**config.mk**
```make
export PLATFORM = sky130hd
export DESIGN_NAME = dtbs_ctrl
export DESIGN_NICKNAME = d
export VERILOG_FILES = /design/src/design/dtbs_pkg.sv /design/src/design/dtbs_ctrl.sv
export SDC_FILE = /design/constraint.sdc
export NUM_CORES = 1
export LEC_CHECK = 0
export ABC_AREA = 1
export BUFFER_PORTS_ARGS = -buffer_cell sky130_fd_sc_hd__buf_4
export CAP_MARGIN = 20
export CORE_UTILIZATION = 60
export DETAILED_ROUTE_END_ITERATION = 8
export PLACE_DENSITY = 0.89
export SLEW_MARGIN = 10
export SYNTH_ARGS = -nofsm -noshare
export SYNTH_HDL_FRONTEND = slang
export SYNTH_SLANG_ARGS = --single-unit
export TNS_END_PERCENT = 5
```
**constraint.sdc**
```tcl
create_clock -name clk_i -period 7.8 [get_ports clk_i]
set_input_delay 2.34 -clock clk_i [delete_from_list [all_inputs] [get_ports clk_i]]
set_output_delay 2.34 -clock clk_i [all_outputs]
set_load 0.05 [all_outputs]
```
**src/design/dtbs_pkg.sv**
```systemverilog
// Shared types and constants of the decision tree best split core.
// No dependencies; imported by every module of the block but dtbs_ram.
`default_nettype none

package dtbs_pkg;

  // Fixed field widths of the transaction ports
  localparam int unsigned VALUE_W    = 32;
  localparam int unsigned FUNC_W     = 2;
  localparam int unsigned SIDX_W     = 8;
  localparam int unsigned FIDX_W     = 4;
  localparam int unsigned CIDX_W     = 3;
  localparam int unsigned WEIGHT_W   = 8;
  localparam int unsigned FEAT_OUT_W = 5;

  // Configuration port
  localparam int unsigned CFG_IDX_W  = 2;
  localparam int unsigned CFG_DATA_W = 9;
  localparam int unsigned MIN_LEAF_W = 8;
  localparam int unsigned SCOUNT_W   = 9;
  localparam int unsigned FCOUNT_W   = 5;
  localparam int unsigned CCOUNT_W   = 4;

  localparam logic [CFG_IDX_W-1:0] REG_MIN_LEAF      = 2'd0;
  localparam logic [CFG_IDX_W-1:0] REG_SAMPLE_COUNT  = 2'd1;
  localparam logic [CFG_IDX_W-1:0] REG_FEATURE_COUNT = 2'd2;
  localparam logic [CFG_IDX_W-1:0] REG_CLASS_COUNT   = 2'd3;

  // Operation codes of an input transaction
  localparam logic [FUNC_W-1:0] FUNC_LOAD_FEAT   = 2'd0;
  localparam logic [FUNC_W-1:0] FUNC_LOAD_WEIGHT = 2'd1;
  localparam logic [FUNC_W-1:0] FUNC_RUN         = 2'd2;

  // Score arithmetic
  localparam int unsigned NUM_W  = 64;
  localparam int unsigned HALF_W = 32;

  typedef struct packed {
    logic load_feat;
    logic load_weight;
    logic run_start;
    logic tot_step;
    logic feat_start;
    logic sort_rd_vi;
    logic sort_latch_vi;
    logic sort_step;
    logic sort_wr;
    logic ord_rd;
    logic ord_latch;
    logic val_rd;
    logic val_latch;
    logic left_step;
    logic sq_clear;
    logic sq_step;
    logic mul1;
    logic mul2;
    logic cmp_lo;
    logic cmp_hi;
    logic decide;
    logic shift;
    logic out_load;
  } dtbs_cmd_t;

  typedef struct packed {
    logic differ;
    logic out_busy;
  } dtbs_sts_t;

endpackage

`default_nettype wire

```
**src/design/dtbs_ctrl.sv**
```systemverilog
// Controller of the best split core: configuration registers, sequencer, loop counters.
// Depends on dtbs_pkg; issues commands to dtbs_datapath.
`default_nettype none

module dtbs_ctrl #(
  parameter int unsigned MAX_SAMPLES  = 256,
  parameter int unsigned MAX_FEATURES = 16,
  parameter int unsigned MAX_CLASSES  = 8,
  localparam int unsigned NW  = $clog2(MAX_SAMPLES + 1),
  localparam int unsigned PW  = $clog2(MAX_FEATURES + 1),
  localparam int unsigned CNW = $clog2(MAX_CLASSES + 1)
) (
  input  wire logic                            clk_i,
  input  wire logic                            rst_ni,
  input  wire logic                            cfg_we_i,
  input  wire logic [dtbs_pkg::CFG_IDX_W-1:0]  cfg_idx_i,
  input  wire logic [dtbs_pkg::CFG_DATA_W-1:0] cfg_data_i,
  input  wire logic                            in_valid_i,
  output logic                                 in_stall_o,
  input  wire logic [dtbs_pkg::FUNC_W-1:0]     func_i,
  output dtbs_pkg::dtbs_cmd_t                  cmd_o,
  input  wire dtbs_pkg::dtbs_sts_t             sts_i,
  output logic [PW-1:0]                        p_o,
  output logic [NW-1:0]                        i_o,
  output logic [NW-1:0]                        j_o,
  output logic [NW-1:0]                        k_o,
  output logic [CNW-1:0]                       c_o,
  output logic [NW-1:0]                        n_o
);

  import dtbs_pkg::*;

  typedef enum logic [23:0] {
    S_IDLE       = 24'h000001,
    S_TOT        = 24'h000002,
    S_TOT_DRAIN  = 24'h000004,
    S_FEAT       = 24'h000008,
    S_SORT_VI    = 24'h000010,
    S_SORT_LATCH = 24'h000020,
    S_SORT_J     = 24'h000040,
    S_SORT_DRAIN = 24'h000080,
    S_SORT_WR    = 24'h000100,
    S_ORD        = 24'h000200,
    S_ORD_W      = 24'h000400,
    S_VAL        = 24'h000800,
    S_VAL_W      = 24'h001000,
    S_CHECK      = 24'h002000,
    S_LEFT       = 24'h004000,
    S_LEFT_DRAIN = 24'h008000,
    S_SQ         = 24'h010000,
    S_MUL1       = 24'h020000,
    S_MUL2       = 24'h040000,
    S_CMP_LO     = 24'h080000,
    S_CMP_HI     = 24'h100000,
    S_DECIDE     = 24'h200000,
    S_NEXT       = 24'h400000,
    S_DONE       = 24'h800000
  } state_e;

  state_e state_q, state_d;
  logic [MIN_LEAF_W-1:0] min_leaf_q;
  logic [SCOUNT_W-1:0]   sample_count_q;
  logic [FCOUNT_W-1:0]   feature_count_q;
  logic [CCOUNT_W-1:0]   class_count_q;
  logic [PW-1:0]  p_q, p_d;
  logic [NW-1:0]  i_q, i_d, j_q, j_d, k_q, k_d;
  logic [CNW-1:0] c_q, c_d;

  logic [NW-1:0]         n_eff;
  logic [PW-1:0]         nf_eff;
  logic [CNW-1:0]        nc_eff;
  logic [MIN_LEAF_W-1:0] ml_eff;
  logic i_last, j_last, c_last, k_last, p_last, in_window;

  assign n_eff  = (32'(sample_count_q) > MAX_SAMPLES) ? NW'(MAX_SAMPLES)
                                                      : NW'(sample_count_q);
  assign nf_eff = (32'(feature_count_q) > MAX_FEATURES) ? PW'(MAX_FEATURES)
                                                        : PW'(feature_count_q);
  assign nc_eff = (32'(class_count_q) > MAX_CLASSES) ? CNW'(MAX_CLASSES)
                                                     : CNW'(class_count_q);
  assign ml_eff = (min_leaf_q == '0) ? MIN_LEAF_W'(1) : min_leaf_q;

  assign i_last = (32'(i_q) + 1) >= 32'(n_eff);
  assign j_last = (32'(j_q) + 1) >= 32'(n_eff);
  assign k_last = (32'(k_q) + 1) >= 32'(n_eff);
  assign c_last = (32'(c_q) + 1) >= 32'(nc_eff);
  assign p_last = (32'(p_q) + 1) >= 32'(nf_eff);
  assign in_window = (32'(k_q) >= 32'(ml_eff))
                     && ((32'(k_q) + 32'(ml_eff)) <= 32'(n_eff));

  always_ff @(posedge clk_i or negedge rst_ni) begin
    if (!rst_ni) begin
      state_q         <= S_IDLE;
      min_leaf_q      <= MIN_LEAF_W'(1);
      sample_count_q  <= SCOUNT_W'(256);
      feature_count_q <= FCOUNT_W'(16);
      class_count_q   <= CCOUNT_W'(8);
      p_q <= '0;
      i_q <= '0;
      j_q <= '0;
      k_q <= '0;
      c_q <= '0;
    end else begin
      state_q <= state_d;
      p_q <= p_d;
      i_q <= i_d;
      j_q <= j_d;
      k_q <= k_d;
      c_q <= c_d;
      if (cfg_we_i) begin
        case (cfg_idx_i)
          REG_MIN_LEAF:      min_leaf_q      <= cfg_data_i[MIN_LEAF_W-1:0];
          REG_SAMPLE_COUNT:  sample_count_q  <= cfg_data_i[SCOUNT_W-1:0];
          REG_FEATURE_COUNT: feature_count_q <= cfg_data_i[FCOUNT_W-1:0];
          REG_CLASS_COUNT:   class_count_q   <= cfg_data_i[CCOUNT_W-1:0];
          default: ;
        endcase
      end
    end
  end

  always_comb begin
    state_d = state_q;
    p_d = p_q;
    i_d = i_q;
    j_d = j_q;
    k_d = k_q;
    c_d = c_q;
    cmd_o = '0;
    case (state_q)
      S_IDLE: begin
        if (in_valid_i) begin
          case (func_i)
            FUNC_LOAD_FEAT:   cmd_o.load_feat = 1'b1;
            FUNC_LOAD_WEIGHT: cmd_o.load_weight = 1'b1;
            FUNC_RUN: begin
              cmd_o.run_start = 1'b1;
              p_d = '0;
              i_d = '0;
              c_d = '0;
              if ((32'(n_eff) < 2) || (nf_eff == '0) || (nc_eff == '0)) begin
                state_d = S_DONE;
              end else begin
                state_d = S_TOT;
              end
            end
            default: ;
          endcase
        end
      end
      S_TOT: begin
        cmd_o.tot_step = 1'b1;
        if (c_last) begin
          c_d = '0;
          if (i_last) begin
            state_d = S_TOT_DRAIN;
          end else begin
            i_d = i_q + NW'(1);
          end
        end else begin
          c_d = c_q + CNW'(1);
        end
      end
      S_TOT_DRAIN: state_d = S_FEAT;
      S_FEAT: begin
        cmd_o.feat_start = 1'b1;
        i_d = '0;
        state_d = S_SORT_VI;
      end
      S_SORT_VI: begin
        cmd_o.sort_rd_vi = 1'b1;
        state_d = S_SORT_LATCH;
      end
      S_SORT_LATCH: begin
        cmd_o.sort_latch_vi = 1'b1;
        j_d = '0;
        state_d = S_SORT_J;
      end
      S_SORT_J: begin
        cmd_o.sort_step = 1'b1;
        if (j_last) begin
          state_d = S_SORT_DRAIN;
        end else begin
          j_d = j_q + NW'(1);
        end
      end
      S_SORT_DRAIN: state_d = S_SORT_WR;
      S_SORT_WR: begin
        cmd_o.sort_wr = 1'b1;
        if (i_last) begin
          k_d = '0;
          state_d = S_ORD;
        end else begin
          i_d = i_q + NW'(1);
          state_d = S_SORT_VI;
        end
      end
      S_ORD: begin
        cmd_o.ord_rd = 1'b1;
        state_d = S_ORD_W;
      end
      S_ORD_W: begin
        cmd_o.ord_latch = 1'b1;
        state_d = S_VAL;
      end
      S_VAL: begin
        cmd_o.val_rd = 1'b1;
        state_d = S_VAL_W;
      end
      S_VAL_W: begin
        cmd_o.val_latch = 1'b1;
        state_d = (k_q == '0) ? S_NEXT : S_CHECK;
      end
      S_CHECK: begin
        if (in_window && sts_i.differ) begin
          cmd_o.sq_clear = 1'b1;
          c_d = '0;
          state_d = S_SQ;
        end else begin
          state_d = S_NEXT;
        end
      end
      S_SQ: begin
        cmd_o.sq_step = 1'b1;
        if (c_last) begin
          state_d = S_MUL1;
        end else begin
          c_d = c_q + CNW'(1);
        end
      end
      S_MUL1: begin
        cmd_o.mul1 = 1'b1;
        state_d = S_MUL2;
      end
      S_MUL2: begin
        cmd_o.mul2 = 1'b1;
        state_d = S_CMP_LO;
      end
      S_CMP_LO: begin
        cmd_o.cmp_lo = 1'b1;
        state_d = S_CMP_HI;
      end
      S_CMP_HI: begin
        cmd_o.cmp_hi = 1'b1;
        state_d = S_DECIDE;
      end
      S_DECIDE: begin
        cmd_o.decide = 1'b1;
        state_d = S_NEXT;
      end
      S_NEXT: begin
        cmd_o.shift = 1'b1;
        if (!k_last) begin
          k_d = k_q + NW'(1);
          c_d = '0;
          state_d = S_LEFT;
        end else if (!p_last) begin
          p_d = p_q + PW'(1);
          state_d = S_FEAT;
        end else begin
          state_d = S_DONE;
        end
      end
      S_LEFT: begin
        cmd_o.left_step = 1'b1;
        if (c_last) begin
          state_d = S_LEFT_DRAIN;
        end else begin
          c_d = c_q + CNW'(1);
        end
      end
      S_LEFT_DRAIN: state_d = S_ORD;
      S_DONE: begin
        if (!sts_i.out_busy) begin
          cmd_o.out_load = 1'b1;
          state_d = S_IDLE;
        end
      end
      default: state_d = S_IDLE;
    endcase
  end

  assign in_stall_o = (state_q != S_IDLE);
  assign p_o = p_q;
  assign i_o = i_q;
  assign j_o = j_q;
  assign k_o = k_q;
  assign c_o = c_q;
  assign n_o = n_eff;

endmodule

`default_nettype wire

```
# Word level (Yosys, flattened, before mapping)
# Index checks and enable logic that the tools add are counted.
# W data, S select, Z words.
[classes]
addsub = 11
eq_ne = 45
n_reduce_logical = 26
order_cmp = 11
n_mux = 68
[op_table]
columns = ["operator", "n"]
rows = [
  ["$pmux W24 S24", 1],
  ["$mux W24", 11],
  ["$mux W9", 8],
  ["$mux W23", 2],
  ["$pmux W9 S2", 2],
  ["$pmux W9 S4", 1],
  ["$add A9 B1 Y10 const B", 3],
  ["$ge A10 B9 Y1", 3],
  ["$mux W4", 7],
  ["$ne A2 B2 Y1 const B", 14],
  ["$add A9 B1 Y9 const B", 3],
  ["$mux W1", 25],
  ["$mux W5", 5],
  ["$eq A24 B1 Y1 const B", 1],
  ["$eq A24 B10 Y1 const B", 1],
  ["$eq A24 B11 Y1 const B", 1],
  ["$eq A24 B12 Y1 const B", 1],
  ["$eq A24 B13 Y1 const B", 1],
  ["$eq A24 B14 Y1 const B", 1],
  ["$eq A24 B15 Y1 const B", 1],
  ["$eq A24 B16 Y1 const B", 1],
  ["$eq A24 B17 Y1 const B", 1],
  ["$eq A24 B18 Y1 const B", 1],
  ["$eq A24 B19 Y1 const B", 1],
  ["other kinds (52)", 65],
]
[totals]
out_inout_bits = 69
regBits = 86
inputBits = 19
wordCells = 171

# Depth between registers and ports, before layout
# Gate-level depths: netlist of the first run.
[depth]
depth_word = 9
depth_mapped = 24
mapped_depth_nobuf = 24

# Least setup slack after synthesis of the first run
# Ideal clock, no wire load.
[synth_path]
kind = "input -> output"
startpoint = "input port in_valid_i"
endpoint = "output port cmd_o[21] (netlist bit)"
setup_slack_ns = 1.496
arrival_ns = 3.964
t_required_ns = 5.460
path_buffers = 0
stages = 2
path_cell_list = "inv_1 > nor4_1"
[synth_lines]
columns = ["item", "line_no", "text"]
rows = [
  ["from (decl)", "dtbs_ctrl.sv:18", "input wire logic in_valid_i,"],
  ["to (decl)", "dtbs_ctrl.sv:21", "output dtbs_pkg::dtbs_cmd_t cmd_o,"],
]

==> flow_summary.ini, run 1 <==
[run_status]
status = complete, no violations

[power]
pwr-share-seq_pct = 30.6
p_int_mw = 0.9847
p_switching_mw = 0.7237
ir_drop_mv = 0.1878
leakagePower_nw = 4.628
finalPower_mw = 1.708
p_clk_share_pct = 28.4
switching_share_pct = 42.36
p_per_area_nw_per_um2 = 214.6
combPwrFrac_pct = 41.0

[floorplan]
die_y_um = 108.9
io-pin-count = 88
initial_core_util_pct = 62.37
die_x_um = 108.9
row_count = 38
core_um2 = 10980
die_area_um2 = 11850

[logic_synthesis]
yosysTopAreaCellShare_pct = 29.59
netlist_instances = 969
yosysTopAreaCell = dfrtp_1
ys_ff_latch = 86
synth_area_leaders = dfrtp_1 (30%), nand2_1 (14%), ha_1 (12%), inv_1 (9.9%), nor2_1 (4.7%)
syn_avg_cell_area_um2 = 7.069
yosys_warnings = 0
synth_nets = 1057
ys_types = 42
synth_area_um2 = 6850
synth-seq-area-share_pct = 31.51

[sta]
setup_tns_ns = 0
finalCriticalPeriod_ns = 6.498
skew_ns = 0.006787
finalSetupViolations = 0
tightest_slew_ns = 0.7838
timing.fmax_ghz = 0.1539
min_period_over_period_pct = 83.31
slew_headroom_pct = 47.75
hold_viol = 0
maxSlewViolCount = 0
rsz0062_at_grt = no

[finish]
diodes = 0
final_common_cell = nand2_1
layout-drive-gt1-share_pct = 15.16
layout.nets = 1145
fillers = 890
layout.cells.most_common_list = nand2_1 (248), inv_1 (181), buf_4 (88)
syn2layout_area_growth_pct = 16.24
instances_no_fill = 1202

[grt]
grt_pass1_wl_um = 28130
antenna_found_initial = 0
grt_max_degree = 63
grt_usage_pct = 30.96
overflow = 0
grt_pass1_vias = 5913

[placed_design]
globalplace.congestion = 0.9261
dp_hpwl_um = 13030
dp.cells = 1186
port_buffers = 87

[worst_setup_path]
crit_arrival_ns = 4.16
worstPathRequired_ns = 5.46
crit_family = compound AO/OA/AOI/OAI gates
crit_chain = nor4_1 > a41o_1 > ha_1 > inv_1 > fa_1 > o31ai_1 > a21oi_1 > o21ai_0 > xor2_1 > inv_1 > ha_1 > nand2_1 > inv_1 > nand2_1 > nand2_1 > nand2_1 > nand2_1 > nand2_1 > nand2_1 > nor2_1 > buf_4
crit_buf_inv = 4
r2r_slack_ns = 3.79
endpoint_kind = primary output
critical_path_class = flop to primary output
max_stage_delay_ns = 0.48
startpoint_type = flop
cpMaxStageDelayCell = o31ai_1
crit_path_frequent_cell = nand2_1
cp_max_fo = 4

[drt]
wl_um = 17290
drtPass1Iterations = 5
ant_nets = 0
via_per_inst = 5.451
via_count = 6552
drc = 0
post_drt_wl_per_cell_um = 14.38
drtIter0Drc = 439

[cts]
clk_latency_ns = 0.36
clk_root_buffer_cell = clkbuf_16
tritoncts = built
clkSlewWorstSetupHoldPaths_ns = 0.07
htree_levels = 3
hold_buffers = 0
cts.sinks = 86
numCtsBuffers = 9
post-cts-setup-buffers = 0
cts_resized = 0
clockBufferDepth = 2

[hold_path]
min_path_type = flop to flop

[flow_run]
maxCapViolations = 0
[final cells by class]
class                           instances  area (um2)  share of cell area [%]
Tap cell                              140       175.2                   2.200
Sequential cell                        86        2158                   27.11
Inverter                              184       690.7                   8.674
Multi-Input combinational cell        688        3950                   49.61
Clock buffer                            9       225.2                   2.828
Timing Repair Buffer                   88       660.6                   8.297
Clock inverter                          7       102.6                   1.288
[Yosys cell counts]
master and n:
a21o_1 3, a21oi_1 25, a31o_2 3, a31oi_1 1
a31oi_4 1, a41o_1 1, and3_1 2, buf_2 2
buf_6 1, clkbuf_1 8, dfrtp_1 81, dfstp_2 5
fa_1 1, ha_1 68, inv_1 181, inv_2 3
nand2_1 248, nand2_2 10, nand2_4 5, nand3_1 55
nand3_2 4, nand3b_1 4, nand4_1 20, nand4_4 2
nor2_1 86, nor2_2 13, nor2_4 7, nor3_1 18
nor3_4 2, nor4_1 10, o2111ai_1 1, o211ai_1 1
o21a_1 1, o21ai_0 44, o21ai_1 17, o21ai_2 1
o21bai_1 5, o311ai_0 1, o31ai_1 2, or2_2 1
xnor2_1 2, xor2_1 23
[layer usage]
metal	GRT usage (%)	routed length [um]
met1	41.00	7604
met2	51.18	8305
met3	3.586	863
met4	13.32	516
met5	0	0
[worst reg2reg max path: stages, from the launching register on]
cell and delay (ns):
dfrtp_1 0.42, nor4_1 0.28, a41o_1 0.30, ha_1 0.22, inv_1 0.06, fa_1 0.40
o31ai_1 0.48, a21oi_1 0.11, o21ai_0 0.20, xor2_1 0.16, inv_1 0.07, ha_1 0.28
nand2_1 0.05, inv_1 0.07, nand2_1 0.06, nand2_1 0.05, nand2_1 0.04, nand2_1 0.06
nand2_1 0.05, nand2_1 0.11, nand2_1 0.13, nand2_2 0.16, nand2_1 0.07, nand2_1 0.06
inv_1 0.04
[flip-flops by register name, indices dropped and copies added, names as in the netlist]
| register | count |
|---|---|
| min_leaf_q | 8 |
| c_o | 4 |
| class_count_q | 4 |
| state_q | 24 |
| k_o | 9 |
| p_o | 5 |
| j_o | 9 |
| feature_count_q | 5 |
| sample_count_q | 9 |
| i_o | 9 |
[power groups by stage]
stage | clock network (mW) | logic, mW | registers, mW
finish | 0.485 | 0.700 | 0.524
global route | 0.509 | 0.778 | 0.528
CTS | 0.487 | 0.696 | 0.522
detailed placement | 0 | 0.687 | 0.529
global placement | 0 | 0.666 | 0.528
floorplan | 0 | 0.497 | 0.541
[path summary, 6_finish.rpt]
kind	start	to	cells after the start
worst min-delay path	class_count_q[0]$_DFFE_PN0P_	class_count_q[0]$_DFFE_PN0P_	2
worst max register to register	min_leaf_q[5]$_DFFE_PN0P_	c_o[0]$_DFFE_PN0P_	24
max in group asynchronous	rst_ni	p_o[4]$_DFFE_PN0P_	2
worst max-delay path	min_leaf_q[5]$_DFFE_PN0P_	cmd_o[8]	21
min in group asynchronous	rst_ni	min_leaf_q[1]$_DFFE_PN0P_	1
worst min register to register	class_count_q[0]$_DFFE_PN0P_	class_count_q[0]$_DFFE_PN0P_	2
[per-stage QoR]
step | setup WS, ns | hold slack [ns] | utilization (%) | instance area [um2]
global route | 1.015 | 0.5400 | 72.50 | 7963
detailed placement | 1.742 | 0.4821 | 69.51 | 7635
floorplan | 1.496 | 0.4530 | - | 6850
CTS | 1.346 | 0.4984 | 72.50 | 7963
global placement | 1.887 | 0.4799 | 69.51 | 7635
finish | 1.302 | 0.5011 | 72.50 | 7963
[cell families (layout without fill, tap and decap cells)]
family / Yosys count / in the layout / synth area share, %
and+or+nand+nor: 487 / 487 / 32.84
buffers and inverters: 195 / 288 / 10.83
AOI/OAI and AO/OA: 107 / 107 / 8.913
DFF: 86 / 86 / 31.51
adders and majority gates: 69 / 69 / 12.71
xor gates and xnor gates: 25 / 25 / 3.196
Note: power is estimated with default switching activity, not from simulation.
==> run 2, diff against run 1 <==
--- a/config.mk
+++ b/config.mk
@@ -5,12 +5,12 @@
 export SDC_FILE = /design/constraint.sdc
 export NUM_CORES = 1
 export LEC_CHECK = 0
-export ABC_AREA = 1
+export ABC_AREA = 0
 export BUFFER_PORTS_ARGS = -buffer_cell sky130_fd_sc_hd__buf_4
 export CAP_MARGIN = 20
-export CORE_UTILIZATION = 60
+export CORE_UTILIZATION = 53
 export DETAILED_ROUTE_END_ITERATION = 8
-export PLACE_DENSITY = 0.89
+export PLACE_DENSITY = 0.84
 export SLEW_MARGIN = 10
 export SYNTH_ARGS = -nofsm -noshare
 export SYNTH_HDL_FRONTEND = slang
==> constraint.sdc (replaced) <==
create_clock -name clk_i -period 5.56 [get_ports clk_i]
set_input_delay 1.668 -clock clk_i [delete_from_list [all_inputs] [get_ports clk_i]]
set_output_delay 1.668 -clock clk_i [all_outputs]
set_load 0.05 [all_outputs]
==> flow_summary.ini, run 2 <==
[floorplan]
io-pin-count = 88
die_area_um2 = 12750
row_count = 40
core_um2 = 12010
die_y_um = 112.9
die_x_um = 112.9
initial_core_util_pct = 54.30

[grt]
grt_max_degree = 87
antenna_found_initial = 0
grt_pass1_wl_um = 27180
met2_usage_pct = 44.36
grt_pass1_vias = 5355
gr-max-usage-layer = met2
grt_usage_pct = 27.56
grtUsageMet3_pct = 4.660
use_met1_pct = 36.89
overflow = 0

[worst_setup_path]
rr_worst_depth = 22
crit_start = min_leaf_q[3]$_DFFE_PN0P_
crit_arrival_ns = 4.25
endpoint_kind = primary output
startpoint_type = flop
r2r-end = c_o[3]$_DFFE_PN0P_
r2r_start = min_leaf_q[3]$_DFFE_PN0P_
critical_path_class = flop to primary output
crit_chain = nor4_4 > a41o_1 > ha_2 > inv_2 > fa_2 > o21bai_1 > a21oi_2 > nor2_1 > nor2_1 > o21bai_1 > buf_4 > buf_4 > a221oi_1 > xnor2_1 > ha_2 > a2111oi_4 > a221oi_2 > a211o_1 > nor2_2 > buf_6
cp_max_fo = 3
cpMaxStageDelayCell = dfrtp_1
worstPathRequired_ns = 3.89
r2r_slack_ns = 0.90
max_stage_delay_ns = 0.42

[drt]
via_count = 5805
wl_um = 17100
drc = 0
post_drt_wl_per_cell_um = 17.74
drtPass1Iterations = 6
ant_nets = 0
drtIter0Drc = 528
via_per_inst = 6.022

[cts]
numCtsBuffers = 9
clockBufferDepth = 2
clk_root_buffer_cell = clkbuf_16
htree_levels = 3
clk_latency_ns = 0.36
tritoncts = built
clkSlewWorstSetupHoldPaths_ns = 0.06
cts.sinks = 86

[finish]
layout-drive-gt1-share_pct = 23.38
layout.nets = 900
largest_register_ffs = 24
layout.cells.most_common_list = buf_4 (105), dfrtp_1 (81), nand2_1 (67)
fillers = 973
final_common_cell = buf_4
largest-register = state_q
diodes = 0
syn2layout_area_growth_pct = 20.51

[hold_path]
hold_depth = 1
whs_endpoint = sample_count_q[0]$_DFFE_PN0P_
min_path_type = flop to flop
hp-start = sample_count_q[0]$_DFFE_PN0P_

[logic_synthesis]
yosysTopAreaCell = dfrtp_1
synthTopCellsByCount = dfrtp_1 (81), ha_1 (68), nand2_1 (67)
ys_ff_latch = 86
ys_types = 74
async_flop_share_pct = 100.0
yosysTopAreaCellShare_pct = 31.08
synth_edf_count = 0
yosys_warnings = 0
synth.most_common_cell = dfrtp_1
synth_area_leaders = dfrtp_1 (31%), ha_1 (13%), mux2_2 (4.0%), nand2_1 (3.9%), o21ai_0 (3.6%)
synth_nets = 795
synth-seq-area-share_pct = 33.09
synth-main-ff-cell = dfrtp_1
synth_area_um2 = 6523
syn_avg_cell_area_um2 = 9.226
netlist_instances = 707

[run_status]
status = finished with violations
failed_checks = negative setup slack

[power]
ir_drop_mv = 0.1956
combPwrFrac_pct = 45.6
p_switching_mw = 1.114
p_clk_share_pct = 24.9
switching_share_pct = 41.56
p_int_mw = 1.567
pwr-share-seq_pct = 29.6
leakagePower_nw = 3.963
p_per_area_nw_per_um2 = 341.1
finalPower_mw = 2.681

[sta]
setup_ws_ns = -0.3624
skew_ns = 0.009006
timing.fmax_ghz = 0.1689
setup_tns_ns = -0.3624
slew_headroom_pct = 35.31
tightest_slew_ns = 0.9660
maxSlewViolCount = 0
min_period_over_period_pct = 106.5
rsz0062_at_grt = yes
hold_viol = 0
finalSetupViolations = 1
finalCriticalPeriod_ns = 5.922

[flow_run]
maxCapViolations = 0

[placed_design]
globalplace.congestion = 0.9405
port_buffers = 87
dp_hpwl_um = 12640
dp_slack_ns = -0.1908
run 2: cell count changes in the layout (fill, tap and decap cells not counted), sizes merged, moves of 20 or more:
cell   delta
nand3    -24
xnor2    +20
nand2   -196
inv     -130
mux2     +26
nor2     -55
run 2: final cells by class:
type,instances,area [um2],area share [%]
multi-input cells,552,4151,52.82
flip-flops and latches,86,2158,27.46
repair buffers,107,827.0,10.52
clock buffers,9,225.2,2.865
inverters,56,210.2,2.674
well taps,147,183.9,2.340
clock inverters,7,103.9,1.321
run 2: layer usage:
| metal | vias to the layer above | part of all wire [%] |
|---|---|---|
| met3 | 37 | 6.4 |
| li1 | 2762 | - |
| met4 | 0 | 2.3 |
| met1 | 2764 | 44 |
| met2 | 242 | 48 |
| met5 | - | 0 |
run 2: kinds of logic after synthesis:
group | after synthesis | synth area share, %
AND/OR/NAND/NOR | 284 | 24.94
flip-flops | 86 | 33.09
multiplexers | 34 | 5.889
buffers and inverters | 69 | 4.163
AO/OA/AOI/OAI | 129 | 13.74
adder cells (fa/ha/maj) | 69 | 13.35
XOR/XNOR | 36 | 4.834
run 2: worst max path at each step:
| stage | to | slack (ns) | cells after the start |
|---|---|---|---|
| floorplan | cmd_o[8] | 0.12 | 18 |
| global placement | cmd_o[8] | 0.03 | 19 |
| detailed placement | cmd_o[8] | -0.19 | 19 |
| CTS | cmd_o[8] | -0.36 | 19 |
| global route | cmd_o[8] | -0.54 | 19 |
| finish | cmd_o[8] | -0.36 | 20 |
run 2: stage by stage:
step	util (%)	instances	instance area [um2]	hold slack, ns
after floorplan	-	707	6525	0.4712
after CTS	64.83	961	7787	0.5101
after detailed placement	61.34	937	7368	0.4959
after global routing	65.44	964	7860	0.5396
after global placement	61.34	937	7368	0.4939
final	65.44	964	7860	0.5034
run 2: worst max-delay path: cells and delay by family, from the launching register on:
family | cells | cell delay [ns]
compound gates | 8 | 1.48
fa+ha+maj | 3 | 0.76
simple gates | 4 | 0.63
buf+inv | 4 | 0.46
flops | 1 | 0.42
xor+xnor | 1 | 0.15
run 2: power by group through the flow:
stage	Clock (mW)	Combinational (mW)	Sequential [mW]
after floorplan	0	0.804	0.864
after global placement	0	1.12	0.796
after detailed placement	0	1.15	0.800
after CTS	0.678	1.19	0.790
after global routing	0.711	1.32	0.804
final	0.667	1.22	0.793
run 2: repair_timing:
action,in CTS,in global routing
buffers inserted,8,2
hold buffers,0,0
resized for setup,9,5
hold endpoints to repair,0,0
pin swaps,12,7
endpoints found under the setup margin,1,1
